**config.mk**
```make
export PLATFORM = sky130hd
export DESIGN_NAME = compliance_mode_controller
export DESIGN_NICKNAME = d
export VERILOG_FILES = /design/src/hdl/cmc_pkg.sv /design/src/hdl/compliance_mode_controller.sv /design/src/hdl/cmc_tick.sv
export SDC_FILE = /design/constraint.sdc
export NUM_CORES = 1
export LEC_CHECK = 0
export ABC_AREA = 1
export BUFFER_PORTS_ARGS = -buffer_cell sky130_fd_sc_hd__buf_2
export CAP_MARGIN = 20
export CELL_PAD_IN_SITES_DETAIL_PLACEMENT = 1
export CELL_PAD_IN_SITES_GLOBAL_PLACEMENT = 2
export CORE_MARGIN = 3
export CORE_UTILIZATION = 34
export CTS_CLUSTER_SIZE = 8
export DETAILED_ROUTE_END_ITERATION = 12
export PLACE_DENSITY_LB_ADDON = 0.1
export SYNTH_ARGS = -nofsm -noshare
export SYNTH_HDL_FRONTEND = slang
export SYNTH_HIERARCHICAL = 1
export SYNTH_SLANG_ARGS = --single-unit
```
**constraint.sdc**
```tcl
create_clock -name clk -period 6.4 [get_ports clk]
set_input_delay 0.96 -clock clk [delete_from_list [all_inputs] [get_ports clk]]
set_output_delay 0.96 -clock clk [all_outputs]
set_load 0.03 [all_outputs]
```
**src/hdl/cmc_pkg.sv**
```systemverilog
// shared types, constants and helpers of the compliance mode controller
package cmc_pkg;

  localparam int MOTORS = 8;
  localparam int MOT_IW = (MOTORS > 1) ? $clog2(MOTORS) : 1;
  localparam int MOT_CW = $clog2(MOTORS + 1);

  localparam int IN_TDATA_W  = 88;
  localparam int OUT_TDATA_W = 32;
  localparam int MOTOR_W     = 5;
  localparam int POS_W       = 16;
  localparam int TIME_W      = 32;
  localparam int CFG_DATA_W  = 16;
  localparam int CFG_IDX_W   = 2;

  localparam logic [POS_W-1:0] STABLE_LIMIT = 16'd100;
  localparam logic [POS_W-1:0] HALF_TURN    = 16'd18000;
  localparam logic [POS_W:0]   POS_MAX      = 17'd36000;

  localparam logic [7:0] CLASS_OBSTACLE  = 8'd1;
  localparam logic [7:0] CLASS_PUSH      = 8'd2;
  localparam logic [7:0] CLASS_COMPLIANT = 8'd3;

  localparam logic [CFG_IDX_W-1:0] CFG_PULLBACK = 2'd0;
  localparam logic [CFG_IDX_W-1:0] CFG_CONF_MIN = 2'd1;
  localparam logic [CFG_IDX_W-1:0] CFG_REFR     = 2'd2;
  localparam logic [CFG_IDX_W-1:0] CFG_HOLD     = 2'd3;

  typedef enum logic [1:0] {
    MODE_NORMAL    = 2'd0,
    MODE_OBSTACLE  = 2'd1,
    MODE_PUSH      = 2'd2,
    MODE_COMPLIANT = 2'd3
  } mode_t;

  typedef enum logic [2:0] {
    ST_IDLE,
    ST_SCAN,
    ST_SCAN_END,
    ST_TICK,
    ST_EMIT_RD,
    ST_EMIT_LD
  } cmc_state_t;

  typedef struct packed {
    logic [15:0] pullback;
    logic [7:0]  conf_min;
    logic [15:0] refr_ms;
    logic [15:0] hold_ms;
  } cfg_t;

  // mode machine context, updated once per tick
  typedef struct packed {
    mode_t             mode;
    logic [TIME_W-1:0] switch_time;
    logic              refr_act;
    logic [TIME_W-1:0] refr_start;
    logic              trk;
    logic [TIME_W-1:0] trk_start;
    logic              bright;
  } ctx_t;

  function automatic mode_t class_to_mode(input logic [7:0] cls);
    mode_t m;
    case (cls)
      CLASS_OBSTACLE:  m = MODE_OBSTACLE;
      CLASS_PUSH:      m = MODE_PUSH;
      CLASS_COMPLIANT: m = MODE_COMPLIANT;
      default:         m = MODE_NORMAL;
    endcase
    return m;
  endfunction

endpackage

```
**src/hdl/compliance_mode_controller.sv**
```systemverilog
// compliance mode controller top level
// A sample without tlast is stored and gives no command. A sample with tlast starts a
// tick: the position memories are swept one motor a cycle to test stability and roll
// current into previous positions, the mode machine updates in ST_TICK, then one
// command per motor leaves in motor order by a memory read, then a load of the output
// register, which waits while the previous command is stalled on the output side.
// The sweep length comes from the single read port of the position memories, the
// command phase from the read then load step per motor. in_tready stays low from the
// last sample until the last command is loaded.
module compliance_mode_controller (
  input  logic                                clk,
  input  logic                                rst_n,
  input  logic                                in_tvalid,
  output logic                                in_tready,
  // motor_index, position_now, goal_request, class_code, confidence, time_ms
  input  logic [cmc_pkg::IN_TDATA_W-1:0]      in_tdata,
  input  logic                                in_tlast,
  output logic                                out_tvalid,
  input  logic                                out_tready,
  // out_motor, goal_command, torque_on, mode_code, led_bright
  output logic [cmc_pkg::OUT_TDATA_W-1:0]     out_tdata,
  output logic                                out_tlast,
  input  logic                                cfg_we,
  input  logic [cmc_pkg::CFG_IDX_W-1:0]       cfg_index,
  input  logic [cmc_pkg::CFG_DATA_W-1:0]      cfg_data
);
  import cmc_pkg::*;

  logic [MOTOR_W-1:0] in_motor;
  logic [POS_W-1:0]   in_pos;
  logic [POS_W-1:0]   in_goal;
  logic [7:0]         in_class;
  logic [7:0]         in_conf;
  logic [TIME_W-1:0]  in_time;

  assign in_motor = in_tdata[4:0];
  assign in_pos   = in_tdata[20:5];
  assign in_goal  = in_tdata[36:21];
  assign in_class = in_tdata[44:37];
  assign in_conf  = in_tdata[52:45];
  assign in_time  = in_tdata[84:53];

  cmc_state_t         state_r, state_nxt;
  logic [MOT_CW-1:0]  cnt_r, cnt_nxt;
  logic [MOT_IW-1:0]  rd_addr;
  logic               in_acc;
  logic               out_acc;
  logic               cnt_last;
  logic               emit_load;
  logic               in_store;

  logic               scan_vld_r;
  logic [MOT_IW-1:0]  scan_idx_r;
  logic               moved_r;
  logic               hist_r;

  cfg_t               cfg_r;
  ctx_t               ctx_r, ctx_nxt;
  logic [TIME_W-1:0]  t_r;
  logic [7:0]         cls_r;
  logic [7:0]         conf_r;

  // per motor {goal_request, position_now}, and previous positions
  logic [2*POS_W-1:0] mem_a [MOTORS];
  logic [POS_W-1:0]   mem_p [MOTORS];
  logic [2*POS_W-1:0] rd_a_r;
  logic [POS_W-1:0]   rd_p_r;

  logic               out_valid_r;
  logic               out_last_r;
  logic [MOTOR_W-1:0] out_motor_r;
  logic [POS_W-1:0]   out_goal_r;
  logic               out_torque_r;
  mode_t              out_mode_r;
  logic               out_bright_r;

  logic [POS_W-1:0]   cur_pos;
  logic [POS_W-1:0]   cur_goal;
  logic [POS_W:0]     goal_raw;
  logic [POS_W-1:0]   goal_cmd;
  logic [POS_W-1:0]   pos_delta;

  assign in_tready = (state_r == ST_IDLE);
  assign in_acc    = in_tvalid && in_tready;
  assign out_acc   = out_valid_r && out_tready;
  assign cnt_last  = (cnt_r == MOT_CW'(MOTORS - 1));
  assign rd_addr   = cnt_r[MOT_IW-1:0];
  assign in_store  = in_acc && ({1'b0, in_motor} < (MOTOR_W + 1)'(MOTORS));

  always_ff @(posedge clk) begin
    if (in_store) begin
      mem_a[in_motor[MOT_IW-1:0]] <= {in_goal, in_pos};
    end
    rd_a_r <= mem_a[rd_addr];
  end

  // previous entry written behind the read pointer, never the same motor
  always_ff @(posedge clk) begin
    if (scan_vld_r) begin
      mem_p[scan_idx_r] <= rd_a_r[POS_W-1:0];
    end
    rd_p_r <= mem_p[rd_addr];
  end

  always_ff @(posedge clk) begin
    if (!rst_n) begin
      cfg_r.pullback <= 16'd500;
      cfg_r.conf_min <= 8'd128;
      cfg_r.refr_ms  <= 16'd1000;
      cfg_r.hold_ms  <= 16'd2000;
    end else if (cfg_we) begin
      case (cfg_index)
        CFG_PULLBACK: cfg_r.pullback <= cfg_data;
        CFG_CONF_MIN: cfg_r.conf_min <= cfg_data[7:0];
        CFG_REFR:     cfg_r.refr_ms  <= cfg_data;
        CFG_HOLD:     cfg_r.hold_ms  <= cfg_data;
        default: begin
        end
      endcase
    end
  end

  always_comb begin
    state_nxt = state_r;
    cnt_nxt   = cnt_r;
    emit_load = 1'b0;
    case (state_r)
      ST_IDLE: begin
        if (in_acc && in_tlast) begin
          state_nxt = ST_SCAN;
          cnt_nxt   = '0;
        end
      end
      ST_SCAN: begin
        if (cnt_last) begin
          state_nxt = ST_SCAN_END;
          cnt_nxt   = '0;
        end else begin
          cnt_nxt = cnt_r + 1'b1;
        end
      end
      ST_SCAN_END: state_nxt = ST_TICK;
      ST_TICK:     state_nxt = ST_EMIT_RD;
      ST_EMIT_RD: begin
        if (!out_valid_r || out_acc) begin
          state_nxt = ST_EMIT_LD;
        end
      end
      ST_EMIT_LD: begin
        emit_load = 1'b1;
        if (cnt_last) begin
          state_nxt = ST_IDLE;
          cnt_nxt   = '0;
        end else begin
          state_nxt = ST_EMIT_RD;
          cnt_nxt   = cnt_r + 1'b1;
        end
      end
      default: state_nxt = ST_IDLE;
    endcase
  end

  always_ff @(posedge clk) begin
    if (!rst_n) begin
      state_r <= ST_IDLE;
      cnt_r   <= '0;
    end else begin
      state_r <= state_nxt;
      cnt_r   <= cnt_nxt;
    end
  end

  assign pos_delta = (rd_a_r[POS_W-1:0] >= rd_p_r) ? (rd_a_r[POS_W-1:0] - rd_p_r)
                                                   : (rd_p_r - rd_a_r[POS_W-1:0]);

  always_ff @(posedge clk) begin
    if (!rst_n) begin
      scan_vld_r <= 1'b0;
      moved_r    <= 1'b0;
      hist_r     <= 1'b0;
    end else begin
      scan_vld_r <= (state_r == ST_SCAN);
      if (in_acc && in_tlast) begin
        moved_r <= 1'b0;
      end else if (scan_vld_r && (pos_delta > STABLE_LIMIT)) begin
        moved_r <= 1'b1;
      end
      if (state_r == ST_TICK) begin
        hist_r <= 1'b1;
      end
    end
  end

  always_ff @(posedge clk) begin
    scan_idx_r <= rd_addr;
    if (in_acc && in_tlast) begin
      t_r    <= in_time;
      cls_r  <= in_class;
      conf_r <= in_conf;
    end
  end

  cmc_tick u_tick (
    .ctx     (ctx_r),
    .cfg     (cfg_r),
    .t       (t_r),
    .cls     (cls_r),
    .conf    (conf_r),
    .moved   (moved_r || !hist_r),
    .ctx_nxt (ctx_nxt)
  );

  always_ff @(posedge clk) begin
    if (!rst_n) begin
      ctx_r <= '{mode: MODE_NORMAL, default: '0};
    end else if (state_r == ST_TICK) begin
      ctx_r <= ctx_nxt;
    end
  end

  assign cur_pos  = rd_a_r[POS_W-1:0];
  assign cur_goal = rd_a_r[2*POS_W-1:POS_W];

  always_comb begin
    case (ctx_r.mode)
      MODE_OBSTACLE: goal_raw = {1'b0, cur_pos};
      MODE_PUSH: begin
        if (cur_goal > HALF_TURN) begin
          goal_raw = (cur_pos > cfg_r.pullback) ? {1'b0, cur_pos - cfg_r.pullback} : '0;
        end else begin
          goal_raw = {1'b0, cur_pos} + {1'b0, cfg_r.pullback};
        end
      end
      default: goal_raw = '0;
    endcase
    goal_cmd = (goal_raw > POS_MAX) ? POS_MAX[POS_W-1:0] : goal_raw[POS_W-1:0];
  end

  always_ff @(posedge clk) begin
    if (!rst_n) begin
      out_valid_r <= 1'b0;
    end else if (emit_load) begin
      out_valid_r <= 1'b1;
    end else if (out_acc) begin
      out_valid_r <= 1'b0;
    end
  end

  always_ff @(posedge clk) begin
    if (emit_load) begin
      out_motor_r  <= MOTOR_W'(cnt_r);
      out_goal_r   <= goal_cmd;
      out_torque_r <= (ctx_r.mode != MODE_COMPLIANT);
      out_mode_r   <= ctx_r.mode;
      out_bright_r <= ctx_r.bright;
      out_last_r   <= cnt_last;
    end
  end

  assign out_tvalid = out_valid_r;
  assign out_tlast  = out_last_r;
  assign out_tdata  = {7'd0, out_bright_r, out_mode_r, out_torque_r, out_goal_r, out_motor_r};

endmodule

```
**src/hdl/cmc_tick.sv**
```systemverilog
// mode machine update for one control tick
module cmc_tick (
  input  cmc_pkg::ctx_t                ctx,
  input  cmc_pkg::cfg_t                cfg,
  input  logic [cmc_pkg::TIME_W-1:0]   t,
  input  logic [7:0]                   cls,
  input  logic [7:0]                   conf,
  input  logic                         moved,
  output cmc_pkg::ctx_t                ctx_nxt
);
  import cmc_pkg::*;

  logic [TIME_W-1:0] trk_age;
  logic [TIME_W-1:0] refr_age;
  logic [TIME_W-1:0] dwell_age;
  logic [TIME_W-1:0] sw_eff;
  logic              trk_now;
  logic [TIME_W-1:0] trk_start_now;
  logic              refr_block;
  logic              changed;
  mode_t             start;
  mode_t             next;
  ctx_t              c;

  always_comb begin
    start         = ctx.mode;
    trk_now       = ctx.trk;
    trk_start_now = ctx.trk_start;
    if (!moved) begin
      if (!ctx.trk) begin
        trk_now       = 1'b1;
        trk_start_now = t;
      end
    end else begin
      trk_now = 1'b0;
    end

    c           = ctx;
    c.trk       = trk_now;
    c.trk_start = trk_start_now;

    trk_age    = t - trk_start_now;
    refr_age   = t - ctx.refr_start;
    refr_block = ctx.refr_act && (refr_age < {16'd0, cfg.refr_ms});
    next       = (conf >= cfg.conf_min) ? class_to_mode(cls) : start;
    changed    = 1'b0;

    if (start == MODE_COMPLIANT) begin
      if (trk_now && (trk_age >= {16'd0, cfg.hold_ms})) begin
        c.mode        = MODE_NORMAL;
        c.switch_time = t;
        c.trk         = 1'b0;
      end
    end else if (!refr_block) begin
      c.refr_act = 1'b0;
      if (next != start) begin
        changed       = 1'b1;
        c.mode        = next;
        c.switch_time = t;
        if (next != MODE_NORMAL) begin
          c.refr_act   = 1'b1;
          c.refr_start = t;
        end
        if (next == MODE_COMPLIANT) begin
          c.trk = 1'b0;
        end
      end
    end

    // dwell timeout out of push or obstacle, against the updated switch time
    sw_eff    = changed ? t : ctx.switch_time;
    dwell_age = t - sw_eff;
    if ((start == MODE_PUSH || start == MODE_OBSTACLE) &&
        (dwell_age >= {16'd0, cfg.refr_ms})) begin
      c.mode        = MODE_NORMAL;
      c.switch_time = t;
    end

    if (c.mode != MODE_NORMAL) begin
      c.bright = 1'b1;
    end
    ctx_nxt = c;
  end

endmodule

```
# Yosys cells after proc, flatten, opt, wreduce, memory -nomap -nowiden
# Memory sizes are Yosys's and may differ from the RTL's. A register that Yosys moved wholly into a read port is not among the register bits.
# Index checks and enable logic that the tools add are counted.
[classes]
n_bitwise = 3
n_mul = 0
muxes = 37
add_sub_neg = 8
n_eq_ne = 23
order_cmp = 10
n_div = 0
shifts = 0
reduce_logical = 32
[op_table]
columns = ["operator", "count"]
rows = [
  ["$mux W68", 2],
  ["$mux W34", 3],
  ["$mux W32", 3],
  ["$sub A32 B32 Y32", 3],
  ["$ge A32 B16 Y1", 2],
  ["$sub A16 B16 Y16", 3],
  ["$pmux W17 S2", 1],
  ["$mux W33", 1],
  ["$lt A32 B16 Y1", 1],
  ["$mux W16", 2],
  ["$pmux W3 S6", 1],
  ["$add A16 B16 Y17", 1],
  ["$gt A17 B16 Y1 const B", 1],
  ["$mux W17", 1],
  ["$eq A8 B2 Y1 const B", 2],
  ["$ge A16 B16 Y1", 1],
  ["$gt A16 B15 Y1 const B", 1],
  ["$gt A16 B16 Y1", 1],
  ["$gt A16 B7 Y1 const B", 1],
  ["$mux W1", 14],
  ["$mux W3", 4],
  ["$reduce_and A2 Y1", 6],
  ["$eq A2 B2 Y1 const B", 5],
  ["$eq A8 B1 Y1 const B", 1],
  ["28 further kinds", 52],
]
[word_totals]
n_memories = 2
mem_bits_ro = 0
mem_bits_rw = 384
latch_bits = 0
input_bits = 112
ff_bits = 244
word_cells = 142
output_inout_bits = 35
[memory_table]
columns = ["memory", "words", "word_bits", "read_ports", "rd_ports_with_merged_regs", "wr", "line", "rtl"]
rows = [
  ["mem_a", 8, 32, 1, 1, 1, "compliance_mode_controller.sv:64", "logic [2*POS_W-1:0] mem_a [MOTORS];"],
  ["mem_p", 8, 16, 1, 1, 1, "compliance_mode_controller.sv:65", "logic [POS_W-1:0] mem_p [MOTORS];"],
]

# Depth between registers and ports, before layout
# Gate-level depths: netlist of the first run.
[depth]
word_depth = 14
ltp_mapped = 54

# By module
# Netlist of the first run, hierarchy kept.
[modules_own_cells]
columns = ["module", "seq_area_each_um2", "instances", "cells_per_inst", "area_each_um2"]
rows = [
  ["compliance_mode_controller", 18107.4, 1, 2983, 28950.3],
  ["cmc_tick", 0.0, 1, 2178, 10805.4],
]

# Worst setup path before layout of the first run
# No wires, ideal clock.
[synth_path]
path_type = "flip-flop to flip-flop"
start = "register t_r[1]"
end = "register ctx_r[69] in the netlist's numbering"
synth_period_minus_slack_ns = 6.349
setup_slack_ns = 0.051
n_path_buf = 2
t_required_ns = 6.284
arrival_time_ns = 6.234
path_stages_with_launch = 51
path_cell_list = "edfxtp_1 > inv_1 > fa_1 > inv_1 > nand3_1 > nand2_2 > nand2_1 > nand2_1 > nand2_1 > nand2_1 > xor2_1 > ha_1 > nand2_1 > a21oi_1 > nor3b_1 > nand3_1 > nor2_1 > nand2_1 > (+15 left out) > ha_1 > nand2_1 > nor2_1 > a211oi_1 > nand2_1 > inv_1 > nand2_1 > nor2_1 > nand3_1 > nor2_1 > nand4_1 > nor2_1 > nand4_4 > buf_2 > nand3_1 > nand2_1 > o21ai_0 > nor2_1"
[synth_rtl]
columns = ["element", "line", "rtl"]
rows = [
  ["start: declaration", "compliance_mode_controller.sv:59", "logic [TIME_W-1:0] t_r;"],
  ["start signal: assignment", "compliance_mode_controller.sv:197", "t_r <= in_time;"],
  ["end signal: assignment", "compliance_mode_controller.sv:217", "ctx_r <= ctx_nxt;"],
  ["end: declaration", "compliance_mode_controller.sv:58", "ctx_t ctx_r, ctx_nxt;"],
]

==> results of run 1 <==
## final cells by class
cell class	instances	share of cell area, %
tap	1512	3.922
multi-input combinational	3659	39.71
timing repair buffer	517	7.749
sequential	676	37.56
antenna	3	0.01556
clock buffer	171	5.627
inverter	632	4.939
clock inverter	9	0.4799
## synth_stat cells, drive strengths merged (2+ instances only)
| master | count |
|---|---|
| a21oi | 215 |
| a31oi | 84 |
| fa | 7 |
| xor2 | 73 |
| clkinv | 2 |
| buf | 63 |
| xnor2 | 14 |
| inv | 630 |
| a21boi | 2 |
| o21bai | 17 |
| nor2 | 898 |
| edfxtp | 457 |
| a21o | 8 |
| and3 | 3 |
| or2 | 6 |
| nand3 | 212 |
| o211ai | 16 |
| nand4 | 37 |
| o21a | 8 |
| o21ai | 511 |
| a211oi | 3 |
| and2 | 7 |
| nand3b | 9 |
| o22ai | 49 |
| nor4 | 2 |
| nand2 | 1199 |
| nor3 | 46 |
| clkbuf | 139 |
| nor3b | 3 |
| dfxtp | 219 |
| ha | 216 |
## cell usage in the layout, fill, tap and decap left out, drive strengths merged
cell type and instances:
nand4 37, nor4 2, inv 629, a21oi 215, ha 216, conb 8, clkinv 11, nand2b 1
bufinv 1, nand3 213, a221oi 1, nand3b 9, dfxtp 219, o21ai 511, clkbuf 172, a31oi 84
diode 3, a32oi 1, a21o 8, nand2 1199, xor2 73, xnor2 14, and3 3, o211ai 16
a211oi 3, fa 7, a21boi 2, or2 6, buf 516, nor3 46, o21bai 17, o21a 8
edfxtp 457, and2 7, o31ai 1, nor3b 3, o22ai 49, nor2 898, o31a 1
## what timing repair did
item                                    in CTS  in global routing
pin swaps                                   51                 92
resized for setup                           83                115
setup buffers                               18                 12
endpoints found under the setup margin      35                 35
hold buffers                                 0                  0
gates cloned                                 1                  2
## cells by family after synthesis
kind of cell    share of synthesized area (%)
simple gates                            24.55
compound gates                          12.51
buf+inv                                 8.315
flops                                   45.55
fa+ha+maj                               7.150
xor+xnor                                1.917
other cells                          0.009433
## final timing paths
check	from	end	slack (ns)	cells past startpoint
setup / recovery	t_r[0]$_DFFE_PP_	ctx_r[75]$_SDFFE_PN0P_	-0.38	53
hold / removal	in_tdata[82]	t_r[29]$_DFFE_PP_	0.44	1
setup reg to reg	t_r[0]$_DFFE_PP_	ctx_r[75]$_SDFFE_PN0P_	-0.38	53
hold reg to reg	cfg_r[39]$_SDFFE_PN1P_	cfg_r[39]$_SDFFE_PN1P_	0.46	2
## metrics by stage
stage | hold slack (ns) | power, mW | util [%] | std cells
3_5_place_dp | 0.4501 | 12.64 | 38.36 | 6962
6_report | 0.4397 | 17.83 | 41.90 | 7179
3_3_place_gp | 0.4280 | 12.53 | 38.36 | 6962
2_1_floorplan | 0.3634 | 9.973 | - | 5168
4_1_cts | 0.3819 | 17.82 | 41.32 | 7161
5_1_grt | 0.4149 | 19.23 | 41.89 | 7176
## per-layer routing
layer	global-route usage (%)	wire length, um
met3	2.958	4842
met4	9.328	5768
met1	28.60	62190
met2	40.76	68780
met5	0	31
## state kept, by name, indices dropped and copies added, names as in the netlist, 2 cells and up
signal / cells
mem_a: 256
mem_p: 128
ctx_r: 101
cfg_r: 56
rd_a_r: 32
t_r: 32
out_goal_r: 16
rd_p_r: 16
cls_r: 8
conf_r: 8
cnt_r: 4
out_motor_r: 4
scan_idx_r: 3
state_r: 3
out_mode_r: 2
## power by group through the flow
stage | sequential, mW | clock [mW] | combinational, mW
after floorplan | 5.32 | 0 | 4.65
after global placement | 5.34 | 0 | 7.18
after detailed placement | 5.35 | 0 | 7.28
after CTS | 5.27 | 5.08 | 7.47
after global routing | 5.30 | 5.28 | 8.65
final | 5.27 | 4.92 | 7.65
==> impl_metrics.ini, run 1 <==
[place]
port_buffers = 135
dp_slack_ns = -0.9063
place.gp.congestion = 0.8558
hpwlAfterDp_mm = 103.2
dpl_cell_area_um2 = 44160

[global_routing]
antenna_found_initial = 12
grt_max_degree = 104
grt_pass1_vias = 36960
track_usage_pct = 23.13
overflow = 0
grt_pass1_wl_mm = 216.6

[synth]
yosysSeqAreaShare_pct = 45.55
ys_ff_latch = 676
syn_area_per_cell_um2 = 7.703
synth-async-reset-ratio_pct = 0
syn_inst = 5161
yosysTopAreaCell = edfxtp_1
synth_edf_count = 457
synth_area_leaders = edfxtp_1, nand2_1, dfxtp_1, nor2_1, ha_1
yosys.cell_types.count = 56
syn_area_um2 = 39760
netlist.area_leader.share_pct = 34.52
yosys_warnings = 6
synth_top_flop_cell = edfxtp_1

[critical_path]
critPathBufInv = 7
slowest_delay_ns = 0.37
critPathSlowestCell = edfxtp_1
arrival_ns = 7.41
start_kind = flip-flop
setup.worst_path.class = flip-flop to flip-flop
critPathMaxFanout = 7
crit_path_end_kind = flip-flop
critical_path.top_delay_family = simple AND/OR/NAND/NOR gates
worstPathRequired_ns = 7.03

[final_layout]
fin_nets = 5917
multi_input_area_um2 = 19150
fillers = 13990
final_cell_area_um2 = 48230
register_area_um2 = 18110
area_growth_pct = 21.32
layout-drive-gt1-share_pct = 14.94

[drt]
drcViolationCount = 0
via_count = 35580
drt-initial-drc-count = 1743
ant_nets = 0
wl_per_cell_um = 19.73
dr.pass1.iters = 5
routed_wl_mm = 141.6
via_per_inst = 4.956

[timing]
slew_viol_final = 0
setup_viol = 35
fin_crit_sh_pct = 105.9
fin_worst_skew_ns = 0.06909
rsz0062_at_grt = true
worst_pin_slew_ns = 1.031
max_freq_ghz = 0.1475
fin_setup_tns_ns = -11.33
finalCriticalPeriod_ns = 6.777
fin_ws_ns = -0.3775
hold_viol_final = 0
relSlewSlack_pct = 31.25

[clock_tree]
clock_path_buffers = 3
cts_sinks = 676
root_buffer = clkbuf_16
h-tree-depth = 3
path_clk_slew_ns = 0.06
cts_buffers = 96
worstSkewPairLatency_ns = 0.70
cts_tree = yes

[floorplan]
die_y_um = 347.9
die-area_um2 = 121100
num_rows = 124
core_area_um2 = 115100
die_width_um = 347.9
ioPinCount = 147
start_util_pct = 34.53

[power_and_ir_drop]
p_per_area_nw_per_um2 = 369.7
power_frac_comb_pct = 42.9
p_clk_share_pct = 27.6
p_switching_mw = 7.128
seq_power_share_pct = 29.5
p_leak_nw = 21.28
ir_worst_vdd_mv = 0.2271
p_sw_share_pct = 39.97
internal_power_mw = 10.70

[worst_hold_path]
hp-class = input pin to flip-flop

[status]
violations = negative setup slack
status = finished with violations

[flow_run]
cap_violations = 0
Power figures use the tool's default switching activity.
==> inputs of run 2 (changes only) <==
--- a/config.mk
+++ b/config.mk
@@ -15,6 +15,7 @@
 export CTS_CLUSTER_SIZE = 8
 export DETAILED_ROUTE_END_ITERATION = 12
 export PLACE_DENSITY_LB_ADDON = 0.1
+export SKIP_LAST_GASP = 1
 export SYNTH_ARGS = -nofsm -noshare
 export SYNTH_HDL_FRONTEND = slang
 export SYNTH_HIERARCHICAL = 1
==> impl_metrics.ini, run 2 (synthesis gave the netlist of run 1 again) <==
[power_and_ir_drop]
ir_worst_vdd_mv = 0.2286
p_per_area_nw_per_um2 = 369.8
power.total_mw = 17.81
p_leak_nw = 21.27

[final_layout]
layout-drive-gt1-share_pct = 14.78
fin_nets = 5917
mostFrequentLayoutCells = nand2_1, nor2_1, inv_1
postLayoutCoreUtil_pct = 41.84
largest_reg_flops = 256
mostFrequentLayoutCell = nand2_1
area_growth_pct = 21.14

[timing]
fin_setup_tns_ns = -12.07
fin_crit_sh_pct = 106.2
hold_slack_ns = 0.4375
rsz0062_at_grt = true
fin_ws_ns = -0.3996
setup_viol = 35
fin_worst_skew_ns = 0.06986
slew_viol_final = 0
relSlewSlack_pct = 30.87
worst_pin_slew_ns = 1.037
finalCriticalPeriod_ns = 6.800
hold_viol_final = 0
max_freq_ghz = 0.1471

[critical_path]
crit_path_end_kind = flip-flop
critPathSlowestCell = edfxtp_1
worstPathRequired_ns = 7.04
setup.worst_path.class = flip-flop to flip-flop
arrival_ns = 7.44
slowest_delay_ns = 0.37
critPathMaxFanout = 8
critPathMostFrequentCell = nand2_1
start_kind = flip-flop

[drt]
wl_per_cell_um = 19.71
dr.pass1.iters = 5
drt-initial-drc-count = 1777
via_count = 35560
ant_nets = 0
drcViolationCount = 0
routed_wl_mm = 141.5
via_per_inst = 4.953

[flow_run]
cap_violations = 0

[global_routing]
track_usage_pct = 23.12
grt_max_degree = 104
grt_pass1_wl_mm = 216.6
grt_pass1_vias = 36960
overflow = 0
antenna_found_initial = 12

[floorplan]
core_area_um2 = 115100
start_util_pct = 34.53
die-area_um2 = 121100
ioPinCount = 147
die_y_um = 347.9
die_width_um = 347.9
num_rows = 124

[place]
port_buffers = 135
dp_slack_ns = -0.9063
hpwlAfterDp_mm = 103.2
place.gp.congestion = 0.8558

[clock_tree]
cts_sinks = 676
path_clk_slew_ns = 0.06
clock_path_buffers = 3
h-tree-depth = 3
cts_tree = yes
cts_buffers = 96
root_buffer = clkbuf_16
worstSkewPairLatency_ns = 0.70

[status]
violations = negative setup slack
status = finished with violations

[worst_hold_path]
hp-class = input pin to flip-flop
-- run 2: through the flow --
stage / area, um^2 / cells
2_1_floorplan: 39780 / 5168
3_3_place_gp: 44160 / 6962
3_5_place_dp: 44160 / 6962
4_1_cts: 47560 / 7161
5_1_grt: 48150 / 7176
6_report: 48160 / 7180
-- run 2: area by class of cell --
class / instances / area [um^2]
clock buffers: 171 / 2714
fillers: 13990 / 66960
repair buffers: 518 / 3716
clock inverters: 9 / 231.5
inverters: 632 / 2382
flip-flops and latches: 676 / 18110
diodes: 4 / 10.01
multi-input cells: 3658 / 19100
well taps: 1512 / 1892
-- run 2: what timing repair did --
item / 4_1_cts / 5_1_grt
setup buffers: 18 / 14
gates cloned: 1 / 0
pin swaps: 51 / 87
endpoints found under the setup margin: 35 / 35
gates resized for setup: 80 / 106
hold buffers: 0 / 0
-- run 2: worst paths after layout --
kind / end / slack, ns / cells past startpoint / startpoint
setup / recovery: ctx_r[81]$_SDFFE_PN0P_ / -0.40 / 53 / t_r[0]$_DFFE_PP_
hold / removal: t_r[29]$_DFFE_PP_ / 0.44 / 1 / in_tdata[82]
setup reg to reg: ctx_r[81]$_SDFFE_PN0P_ / -0.40 / 53 / t_r[0]$_DFFE_PP_
hold reg to reg: cfg_r[39]$_SDFFE_PN1P_ / 0.46 / 2 / cfg_r[39]$_SDFFE_PN1P_
-- run 2: power by group --
part / switching (mW) / leakage (nW) / internal [mW] / total [mW]
clock: 2.02 / 1.38 / 2.91 / 4.93
sequential: 0.217 / 5.95 / 5.05 / 5.27
combinational: 4.89 / 13.9 / 2.73 / 7.62
-- run 2: routing by layer --
metal	up-vias	GRT usage [%]	share of wire, %
met3	220	2.958	3.3
met2	502	40.74	49
met5	-	0	0.022
met4	6	9.328	4.0
met1	17090	28.60	44
li1	17740	-	-
-- run 2: critical path, delay by kind of cell (launching register included) --
family | cells | cell delay (ns)
AO/OA/AOI/OAI | 3 | 0.39
XOR/XNOR | 2 | 0.36
adder cells (fa/ha/maj) | 6 | 1.55
buffers and inverters | 7 | 0.81
flip-flops | 1 | 0.37
AND/OR/NAND/NOR | 35 | 3.22
